--- config.mk ---
export PLATFORM = sky130hd
export DESIGN_NAME = rfc_classify
export DESIGN_NICKNAME = d
export VERILOG_FILES = /design/src/rtl/rfc_pkg.sv /design/src/rtl/rfc_classify.sv
export SDC_FILE = /design/constraint.sdc
export NUM_CORES = 1
export LEC_CHECK = 0
export BUFFER_PORTS_ARGS = -buffer_cell sky130_fd_sc_hd__buf_2
export CAP_MARGIN = 20
export CORE_MARGIN = 2
export CORE_UTILIZATION = 32
export DETAILED_ROUTE_END_ITERATION = 10
export PLACE_DENSITY = 0.94
export SLEW_MARGIN = 25
export SYNTH_ARGS = -nofsm -noshare
export SYNTH_HDL_FRONTEND = slang
export SYNTH_SLANG_ARGS = --single-unit
--- constraint.sdc ---
create_clock -name vclk -period 1.15
set_input_delay 0 -clock vclk [all_inputs]
set_output_delay 0 -clock vclk [all_outputs]
set_load 0.03 [all_outputs]
--- src/rtl/rfc_pkg.sv ---
`timescale 1ns / 1ps

package rfc_pkg;

  // Commands below this code are run as execute requests
  localparam logic [7:0] EXEC_LIMIT = 8'd16;

  // Byte count saturates here
  localparam logic [15:0] COUNT_MAX = 16'hFFFF;

  // Shortest frame that gives a verdict, and shortest with a full header
  localparam logic [15:0] MIN_REPORTED = 16'd3;
  localparam logic [15:0] MIN_HEADER   = 16'd6;

  // Frame positions of the kept bytes
  localparam logic [15:0] POS_START    = 16'd0;
  localparam logic [15:0] POS_ADDRESS  = 16'd2;
  localparam logic [15:0] POS_LEN_HIGH = 16'd3;
  localparam logic [15:0] POS_LEN_LOW  = 16'd4;
  localparam logic [15:0] POS_COMMAND  = 16'd5;
  localparam logic [15:0] POS_ARG0     = 16'd6;
  localparam logic [15:0] POS_ARG1     = 16'd7;
  localparam logic [15:0] POS_ARG2     = 16'd8;

  // Configuration register indexes
  localparam logic [1:0] CFG_BOARD_ADDRESS     = 2'd0;
  localparam logic [1:0] CFG_START_BYTE        = 2'd1;
  localparam logic [1:0] CFG_STATUS_QUERY_CODE = 2'd2;

  typedef enum logic [2:0] {
    VERDICT_NOADDR      = 3'd0,
    VERDICT_HEADER      = 3'd1,
    VERDICT_CHECKSUM    = 3'd2,
    VERDICT_LENGTH      = 3'd3,
    VERDICT_EXECUTE     = 3'd4,
    VERDICT_STATUS      = 3'd5,
    VERDICT_UNSUPPORTED = 3'd6
  } verdict_t;

  typedef struct packed {
    logic [7:0] board_address;
    logic [7:0] start_byte;
    logic [7:0] status_query_code;
  } cfg_t;

  // Header of the frame as seen once the last byte is stored
  typedef struct packed {
    logic [7:0]  first_byte;
    logic [7:0]  address_seen;
    logic [15:0] declared_length;
    logic [7:0]  command_seen;
    logic [7:0]  checksum;
    logic [7:0]  running_sum;
    logic [15:0] total;
  } check_t;

endpackage

--- src/rtl/rfc_classify.sv ---
`timescale 1ns / 1ps

module rfc_classify (
  input  rfc_pkg::cfg_t     cfg,
  input  rfc_pkg::check_t   chk,
  output rfc_pkg::verdict_t verdict
);

  // Checks in priority order: address, start, checksum, length, then command class
  always_comb begin
    if (chk.address_seen != cfg.board_address) begin
      verdict = rfc_pkg::VERDICT_NOADDR;
    end else if (chk.first_byte != cfg.start_byte) begin
      verdict = rfc_pkg::VERDICT_HEADER;
    end else if (chk.checksum != chk.running_sum) begin
      verdict = rfc_pkg::VERDICT_CHECKSUM;
    end else if (chk.total < rfc_pkg::MIN_HEADER || chk.declared_length != chk.total) begin
      verdict = rfc_pkg::VERDICT_LENGTH;
    end else if (chk.command_seen < rfc_pkg::EXEC_LIMIT) begin
      verdict = rfc_pkg::VERDICT_EXECUTE;
    end else if (chk.command_seen == cfg.status_query_code) begin
      verdict = rfc_pkg::VERDICT_STATUS;
    end else begin
      verdict = rfc_pkg::VERDICT_UNSUPPORTED;
    end
  end

endmodule

# After elaboration in Yosys (flattened, before gate mapping)
# Cells that the tools add are included.
# Widths: inputs -> output; s select.
# word_totals
regBits,0
in_bits,96
out_inout_bits,3
elab_cells,14
# classes
order_cmp,2
eq_ne,5
mux,6
reduce_logical,1
# ops
op,count
$ne 8x8->1,3
$lt 16x3->1 const B,1
$ne 16x16->1,1
$mux 3,4
$eq 8x8->1,1
$lt 8x5->1 const B,1
$mux 2,2
$logic_or 1x1->1,1

# Logic depth before layout (Yosys ltp)
# Gate-level depths: netlist of the first run.
# logic_depth
depth_word,7
mapped_depth,4
mapped_depth_nobuf,4

# Worst setup path after synthesis of the first run
# OpenSTA, ideal clock, no wires.
# synth_timing
path_kind,input -> output
startpoint,input cfg[17] (netlist bit)
endpoint,output verdict[2]
arrival_ps,1295
required_ps,1150
slack_ps,-145
stages,4
n_path_buf,0
path_cell_list,xor2_1 nor4_4 nand4_2 nor4b_2
# synth_between
elab_chain_len,2
# synth_lines
element,line_no,text
start: declaration,rfc_classify.sv:4,"input rfc_pkg::cfg_t cfg,"
$ne 8x8->1,rfc_classify.sv:11,if (chk.address_seen != cfg.board_address) begin
$mux 3,rfc_classify.sv:11,
end: declaration,rfc_classify.sv:6,output rfc_pkg::verdict_t verdict
# No other way between the ends.

# Worst setup path in the final report of the first run
# layout_timing
startpoint,input chk[8] (netlist bit)
endpoint,output verdict[0]
# layout_between
elab_chain_len,6
word_cells_on_any_way,7
classes_between,order compare: 1; eq/ne: 1; mux: 4; reduce/logical: 1
# layout_lines
element,line_no,text
start: declaration,rfc_classify.sv:5,"input rfc_pkg::check_t chk,"
$lt 16x3->1 / $ne 16x16->1 (equally long branches),rfc_classify.sv:17,end else if (chk.total < rfc_pkg::MIN_HEADER || chk.declared_length != chk.total) begin
$logic_or 1x1->1 *,rfc_classify.sv:17,
$mux 3 *,rfc_classify.sv:17,
$mux 3 *,rfc_classify.sv:15,end else if (chk.checksum != chk.running_sum) begin
$mux 3 *,rfc_classify.sv:13,end else if (chk.first_byte != cfg.start_byte) begin
$mux 3 *,rfc_classify.sv:11,
# Mark *: on every way between the ends. The rest lies on a longest branch, timed or not.

==> results of run 1 <==
## cell families after synthesis
logic type | after synthesis | synth area share [%]
AO/OA/AOI/OAI | 6 | 7.964
XOR/XNOR | 48 | 59.47
AND/OR/NAND/NOR | 28 | 32.57
## cell type report
type               instances  area share, %
multi-input cells         82          51.79
repair buffers           118          45.94
well taps                 28          2.273
## Yosys cell counts
master	count	share of area (%)
o21bai_1	1	1.1
and2_1	1	0.89
nor2_1	1	0.53
nor4_2	2	3.5
and3b_1	1	1.2
a41oi_1	1	1.2
nand4_1	6	5.3
xnor2_1	24	30
nor4_1	5	4.4
o311a_1	1	1.4
a311oi_2	1	2.1
nor3_1	2	1.4
a211oi_1	2	2.1
xor2_1	24	30
nand4_2	1	1.8
nor4b_2	1	2.1
nand2_1	3	1.6
nor4_4	2	6.0
and4_1	3	3.7
## per-layer routing
metal  vias up  GRT usage (%)  wire length (µm)  part of all wire, %
met4         0          1.351                43                  1.6
met5         -              0                 0                    0
li1        539              -                 -                    -
met1       489          16.49               871                   32
met3         4          4.094               325                   12
met2        68          38.96              1446                   54
## repair_timing
item / CTS / global route
setup buffers: 1 / 1
pin swaps: 16 / 7
endpoints found under the hold margin: 0 / 0
gates cloned: 0 / 0
endpoints found under the setup margin: 3 / 3
gates resized for setup: 20 / 5
## final timing paths
| check | from | endpoint | slack [ns] | cells after the start |
|---|---|---|---|---|
| worst min-delay path | chk[52] | verdict[2] | 0.53 | 6 |
| worst max-delay path | chk[8] | verdict[0] | -0.14 | 6 |
## per-stage QoR
step           cells    TNS, ns  area, µm²  total power, µW
3_5_place_dp     226    -0.6199       1393            456.8
2_1_floorplan     82  -0.009856      734.5            185.3
3_3_place_gp     226    -0.4547       1393            444.4
5_1_grt          228    -0.4927       1541            546.1
6_report         228    -0.3357       1541            506.3
4_1_cts          227    -0.3716       1504            490.4
## power breakdown
| group | switching, µW | total (µW) | internal, µW |
|---|---|---|---|
| Combinational | 210 | 506 | 296 |
| Clock | 0 | 0 | 0 |
| Sequential | 0 | 0 | 0 |
==> summary.txt, run 1 <==
Final layout
  – Area taken by multi-input logic gates: 798.3 µm²
  – Share of layout cells above drive strength 1: 67.00%
  – NumNets Final: 298
  – Util after Layout: 71.75%
  – Most common cell after layout, fill and taps aside: buf_2
  – Fill count: 179
  – Area Overhead vs Synth: 118.1%
  – Reg area: 0 µm²
  – Clock buffer cells: 0
  – Most frequent cells in the layout: 89 x buf_2, 24 x xnor2_1, 22 x xor2_1, 18 x buf_4, 10 x buf_6
  – Diode count: 0
  – Num sequential: 0

Detailed routing
  – Routed Antenna Nets: 0
  – WL/cell: 11.78 µm
  – Total number of vias: 1100
  – DR DRC count: 0
  – Initial DRC count: 3
  – Via density: 4.825
  – Drt total wl: 2.686 mm
  – 1st-pass router iterations: 3

Min path
  – Worst hold path type: in -> out

STA
  – Fmax: 773.0 MHz
  – Slew @ Worst Pin: 0.4867 ns
  – Fin. max-slew vios: 0
  – Final setup fails: 3
  – Crit path time final: 1.294 ns
  – Worst rel slew slack: 67.36%
  – Worst hold margin: 0.5285 ns
  – Fin. Hold Viols: 0
  – Setup WS post-layout: -0.1437 ns
  – RSZ-0062 raised after global routing: true
  – Tcrit/Tclk final: 112.5%

Clocking
  – Cts hold-fix bufs: 0

Floorplan
  – Die Width: 51 µm
  – Initial Utilization: 32.91%
  – Core area: 2148 µm²
  – Row cnt: 17
  – I/O pin count: 99
  – Die H: 51 µm
  – Die ar.: 2601 µm²

GRT
  – Vias in the first global route: 1012
  – First-pass GRT wire length: 3.726 mm
  – Largest net degree at the start of global routing: 4
  – Gr ovfl total: 0
  – Initial antenna violation count: 0
  – GRT Overall Usage: 17.77%

Setup path
  – CP max stage delay: 0.30 ns
  – Crit path cell chain: buf_8 -> nor4_4 -> and4_1 -> and3b_2 -> a311oi_4 -> buf_6
  – Worst Path Required: 1.15 ns
  – CP Launch Type: input pin
  – Crit Path Class: in -> out
  – WP data arrival: 1.29 ns
  – Top cell family by delay on the critical path: simple AND/OR/NAND/NOR gates
  – Crit end category: primary output
  – Worst path slowest cell: a311oi_4
  – Buf/Inv on CP: 2
  – Crit-path max FO: 2

Yosys
  – Synth cell types: 19
  – Syn Inst Count: 82
  – Mapped cell area: 706.9 µm²
  – Syn nets: 178
  – Syn Area/Cell: 8.621 µm²
  – Sequential-to-total area share from yosys stat: 0%
  – YS warnings: 0

Outcome
  – Failing checks: negative setup slack
  – Status: complete, but fails checks

Job
  – Max-cap violations: 0

Placed design
  – DP Worst Slack: -0.2522 ns
  – Final HPWL DP: 2.184 mm
  – Routability congestion estimate: 0.6460
  – PortBufs: 99

Pwr
  – P per Cell Area: 328.4 nW/µm²
  – Peak VDD IR: 220.5 µV
  – Leak: 0.0007422 µW
Power figures use the tool's default switching activity.
==> run 2: changes to the inputs <==
--- a/config.mk
+++ b/config.mk
@@ -7,8 +7,10 @@
 export LEC_CHECK = 0
 export BUFFER_PORTS_ARGS = -buffer_cell sky130_fd_sc_hd__buf_2
 export CAP_MARGIN = 20
+export CELL_PAD_IN_SITES_DETAIL_PLACEMENT = 0
+export CELL_PAD_IN_SITES_GLOBAL_PLACEMENT = 2
 export CORE_MARGIN = 2
-export CORE_UTILIZATION = 32
+export CORE_UTILIZATION = 14
 export DETAILED_ROUTE_END_ITERATION = 10
 export PLACE_DENSITY = 0.94
 export SLEW_MARGIN = 25
==> run 2 against run 1 <==
  * Fmax grew 2.8%
  * The run still ends with negative setup slack left
  * Via count shrank 6.3%
  * Cell count grew 17%
  * Critical path type unchanged
  * Combinational power shrank 2%
  * Global-route usage shrank 9.6 points
  * Utilization shrank 38 points
==> summary.txt, run 2 (synthesis results as in run 1) <==
Detailed routing
  – Initial DRC count: 10 (+7)
  – WL/cell: 9.618 µm (-18%)
  – Routed Antenna Nets: 0 (unchanged)
  – DR DRC count: 0 (unchanged)
  – Drt total wl: 2.568 mm (-4.4%)
  – 1st-pass router iterations: 4 (+1)
  – Via density: 3.861 (-20%)
  – Total number of vias: 1031 (-6.3%)

Final layout
  – NumNets Final: 298 (unchanged)
  – Diode count: 0 (unchanged)
  – Reg area: 0 µm² (unchanged)
  – Clock buffer cells: 0 (unchanged)
  – Most common cell after layout, fill and taps aside: buf_2
  – Num sequential: 0 (unchanged)
  – Share of layout cells above drive strength 1: 68.50% (+1.5 points)
  – Area Overhead vs Synth: 125.7%
  – Most frequent cells in the layout: 89 x buf_2, 23 x xnor2_1, 23 x xor2_1, 19 x buf_4, 10 x buf_6

GRT
  – GRT Overall Usage: 8.150% (-9.6 points)
  – Vias in the first global route: 963 (-4.8%)
  – Initial antenna violation count: 0 (unchanged)
  – Gr ovfl total: 0 (unchanged)
  – First-pass GRT wire length: 3.753 mm (+0.72%)
  – Largest net degree at the start of global routing: 4 (unchanged)

Placed design
  – PortBufs: 99 (unchanged)
  – DP Worst Slack: -0.2489 ns (+0.003284 ns)
  – Routability congestion estimate: 0.7898 (+22%)
  – Final HPWL DP: 2.385 mm (+9.2%)

Floorplan
  – Core area: 4786 µm² (+120%)
  – Die Width: 75.06 µm (+47%)
  – I/O pin count: 99 (unchanged)
  – Die ar.: 5634 µm² (+120%)
  – Initial Utilization: 14.77% (-18 points)
  – Die H: 75.06 µm (+47%)
  – Row cnt: 25 (+8)

STA
  – Setup WS post-layout: -0.1081 ns (+0.03565 ns)
  – Crit path time final: 1.258 ns (-0.03565 ns)
  – Fin. max-slew vios: 0 (unchanged)
  – Slew @ Worst Pin: 0.3327 ns (-0.1540 ns)
  – Worst rel slew slack: 77.61% (+10 points)
  – Fmax: 794.9 MHz (+2.8%)
  – Tcrit/Tclk final: 109.4% (-3.1 points)
  – RSZ-0062 raised after global routing: true
  – Final setup fails: 3 (unchanged)
  – Fin. Hold Viols: 0 (unchanged)

Setup path
  – Worst Path Required: 1.15 ns (about the same)
  – Crit end category: primary output
  – WP data arrival: 1.26 ns (-0.03 ns)
  – CP Launch Type: input pin
  – Crit Path Class: in -> out
  – Crit-path max FO: 2 (unchanged)

Clocking
  – Cts hold-fix bufs: 0 (unchanged)

Pwr
  – Final Power: 494.9 µW (-2.2%)
  – Leak: 0.0007625 µW (+2.7%)
  – Peak VDD IR: 121.8 µV (-45%)
  – P per Cell Area: 310.2 nW/µm² (-5.5%)

Job
  – Max-cap violations: 0 (unchanged)

Min path
  – Worst hold path type: in -> out

Outcome
  – Failing checks: negative setup slack
  – Status: complete, but fails checks
## run 2: cell counts in the layout (fill, tap and decap cells not counted)
No cell type changed its count.
## run 2: cell type report
type,count,area (µm²)
fillers,516,3191
multi-input cells,82,810.8
repair buffers,118,700.7
well taps,67,83.83
## run 2: metrics by stage
stage                      TNS [ns]  hold slack [ns]  std cells  utilization [%]  instance area, µm²
after floorplan           -0.009856           0.3058         82                -               734.5
after global placement      -0.6409           0.5804        265            30.12                1441
after detailed placement    -0.6053           0.5843        265            30.12                1441
after CTS                   -0.2459           0.5437        267            33.05                1582
after global routing        -0.4657           0.5854        267            33.33                1595
final                       -0.2204           0.5402        267            33.33                1595
## run 2: per-layer routing
layer	global-route usage, %	part of all wire, %
met5	0	0
met4	0	0
met3	1.339	12
met2	15.89	48
met1	9.849	40
## run 2: worst paths after layout
path                start          to  slack [ns]  cells after the start
setup / recovery   chk[7]  verdict[0]       -0.11                      6
hold / removal    chk[52]  verdict[2]        0.54                      6
## run 2: power by group
| group | internal, µW | switching (µW) | total [µW] |
|---|---|---|---|
| combinational | 294 | 201 | 495 |
| sequential | 0 | 0 | 0 |
| clock | 0 | 0 | 0 |
## run 2: what timing repair did
action                     in CTS  in global routing
pin swaps                      15                  1
setup endpoints to repair       3                  3
buffers inserted                2                  0
gates resized for setup        25                  2
## run 2: worst max-delay path: stages
cell	delay, ns
buf_6	0.10
nor4_4	0.26
and4_1	0.23
and3b_2	0.24
a311oi_4	0.26
buf_6	0.17
==> run 3: changes to the inputs <==
--- a/config.mk
+++ b/config.mk
@@ -9,7 +9,7 @@
 export CAP_MARGIN = 20
 export CELL_PAD_IN_SITES_DETAIL_PLACEMENT = 0
 export CELL_PAD_IN_SITES_GLOBAL_PLACEMENT = 2
-export CORE_MARGIN = 2
+export CORE_MARGIN = 3
 export CORE_UTILIZATION = 14
 export DETAILED_ROUTE_END_ITERATION = 10
 export PLACE_DENSITY = 0.94
==> constraint.sdc (replaced) <==
create_clock -name vclk -period 1.3
set_input_delay 0 -clock vclk [all_inputs]
set_output_delay 0 -clock vclk [all_outputs]
set_load 0.03 [all_outputs]
==> run 3 against run 2 <==
  * The flow now finishes without violations
  * Die area increased by 5.4%
  * Setup slack better by 0.12 ns
  * Flip-flop and latch count did not move
  * Sequential share of layout area stayed put
  * Critical path depth unchanged
  * Combinational power decreased by 20%
  * First-iteration DRC count increased by 40%
  * Routed wire length is 2.9% higher
  * Cell count fell by 5.6%
  * Non-clock buffer count fell by 15
  * Largest cell class unchanged
  * Clock-buffer cell count did not move
==> summary.txt, run 3 (synthesis results as in run 1) <==
Min path
  – Worst hold path type: in -> out
  – Worst hold start: chk[52]

Detailed routing
  – Drt total wl: 2.642 mm (+2.9%)
  – Total number of vias: 975 (-5.4%)
  – DR DRC count: 0 (unchanged)
  – WL/cell: 10.48 µm (+9.0%)
  – Via density: 3.869 (+0.20%)
  – Initial DRC count: 14 (+4)
  – 1st-pass router iterations: 2 (-2)
  – Routed Antenna Nets: 0 (unchanged)

Setup path
  – Worst path slowest cell: a311oi_2
  – Buf/Inv on CP: 2 (unchanged)
  – Crit end category: primary output
  – Crit-path max FO: 2 (unchanged)
  – Crit path cell chain: buf_2 -> nor4_1 -> and4_1 -> and3b_2 -> a311oi_2 -> buf_4
  – WP data arrival: 1.28 ns (+0.02 ns)
  – Crit path capture: verdict[0]
  – CP Launch Type: input pin
  – CP startpoint: chk[12]
  – Worst Path Required: 1.30 ns (+0.15 ns)
  – Top cell family by delay on the critical path: simple AND/OR/NAND/NOR gates
  – CP max stage delay: 0.26 ns (about the same)
  – Crit Path Class: in -> out
  – Crit path depth: 6 (unchanged)

STA
  – RSZ-0062 raised after global routing: true
  – Fin. Hold Viols: 0 (unchanged)
  – Crit path time final: 1.284 ns
  – Slew @ Worst Pin: 0.3392 ns (+0.006469 ns)
  – Fmax: 779.1 MHz
  – Worst rel slew slack: 77.25% (-0.36 points)
  – Fin. max-slew vios: 0 (unchanged)
  – Final setup fails: 0 (-3)
  – Worst hold margin: 0.5680 ns (+0.02787 ns)
  – Tcrit/Tclk final: 98.74%

Final layout
  – Area Overhead vs Synth: 103.2%
  – NumNets Final: 283 (-5.0%)
  – Clock buffer cells: 0 (unchanged)
  – Final Cell Area: 1436 µm² (-10%)
  – Most frequent cells in the layout: 90 x buf_2, 24 x xnor2_1, 22 x xor2_1
  – Area taken by multi-input logic gates: 774.5 µm² (-4.5%)
  – Num sequential: 0 (unchanged)
  – Reg area: 0 µm² (unchanged)
  – Most common cell after layout, fill and taps aside: buf_2
  – Fill count: 539 (+4.5%)
  – Diode count: 0 (unchanged)
  – Share of layout cells above drive strength 1: 64.32% (-4.2 points)

Pwr
  – P per Cell Area: 276.5 nW/µm² (-11%)
  – Peak VDD IR: 92.76 µV (-24%)
  – Leak: 0.0006463 µW (-15%)

Placed design
  – Final HPWL DP: 2.442 mm (+2.4%)
  – Dpl cell area: 1301 µm² (-9.7%)
  – PortBufs: 99 (unchanged)
  – Routability congestion estimate: 0.6767 (-14%)

Floorplan
  – Initial Utilization: 14.68% (-0.096 points)
  – I/O pin count: 99 (unchanged)
  – Die H: 77.06 µm (+2.7%)
  – Core area: 4817 µm² (+0.65%)
  – Row cnt: 25 (unchanged)
  – Die Width: 77.06 µm (+2.7%)
  – Die ar.: 5938 µm² (+5.4%)

Job
  – Max-cap violations: 0 (unchanged)

GRT
  – Grt peak-use layer: met2
  – Largest net degree at the start of global routing: 4 (unchanged)
  – M2 GR Usage: 14.55% (-1.3 points)
  – Routing usage on met1: 9.650% (-0.20 points)
  – GRT met3 Usage: 1.174% (-0.16 points)
  – First-pass GRT wire length: 4.022 mm (+7.2%)
  – Vias in the first global route: 985 (+2.3%)
  – Initial antenna violation count: 0 (unchanged)
  – Gr ovfl total: 0 (unchanged)
  – GRT Overall Usage: 7.752% (-0.40 points)

Outcome
  – Status: finished clean

Clocking
  – Cts hold-fix bufs: 0 (unchanged)
## run 3: what timing repair did
item,CTS,global route
buffers inserted,1,1
pin swaps,5,15
gates resized for setup,5,17
setup endpoints to repair,3,3
## run 3: layout make-up
| type | instances | share of cell area, % |
|---|---|---|
| Timing Repair Buffer | 103 | 40.24 |
| Multi-Input combinational cell | 82 | 53.92 |
| Tap cell | 67 | 5.836 |
## run 3: tightest hold or removal path, delay by kind of cell
family / cells / cell delay (ns)
buffers and inverters: 2 / 0.24
xor gates and xnor gates: 1 / 0.05
and+or+nand+nor: 3 / 0.27
## run 3: per-layer routing
metal	routed length (µm)	up-vias
met1	1002	417
li1	-	510
met3	206	2
met4	14	0
met5	0	-
met2	1419	46
## run 3: how the worst min path moves through the flow
stage                            end  slack [ns]  depth (start not counted)
final                     verdict[2]        0.57                          6
after global routing      verdict[2]        0.62                          6
after CTS                 verdict[2]        0.58                          6
after detailed placement  verdict[2]        0.58                          6
after global placement    verdict[2]        0.58                          6
after floorplan           verdict[2]        0.31                          4
## run 3: report_power, final
group | internal, µW | total [µW] | switching, µW
registers | 0 | 0 | 0
clock network | 0 | 0 | 0
logic | 226 | 397 | 171
## run 3: per-stage QoR
stage,total power (µW),util [%],TNS [ns],setup WS (ns),cells
CTS,367.2,27.51,0,0.01468,251
finish,397.2,29.82,0,0.01641,252
detailed placement,359.4,27.01,-0.03391,-0.02622,250
global route,440.3,29.82,-0.02791,-0.01251,252
floorplan,162.8,-,0,0.004790,82
global placement,355.0,27.01,-0.002413,-0.002413,250
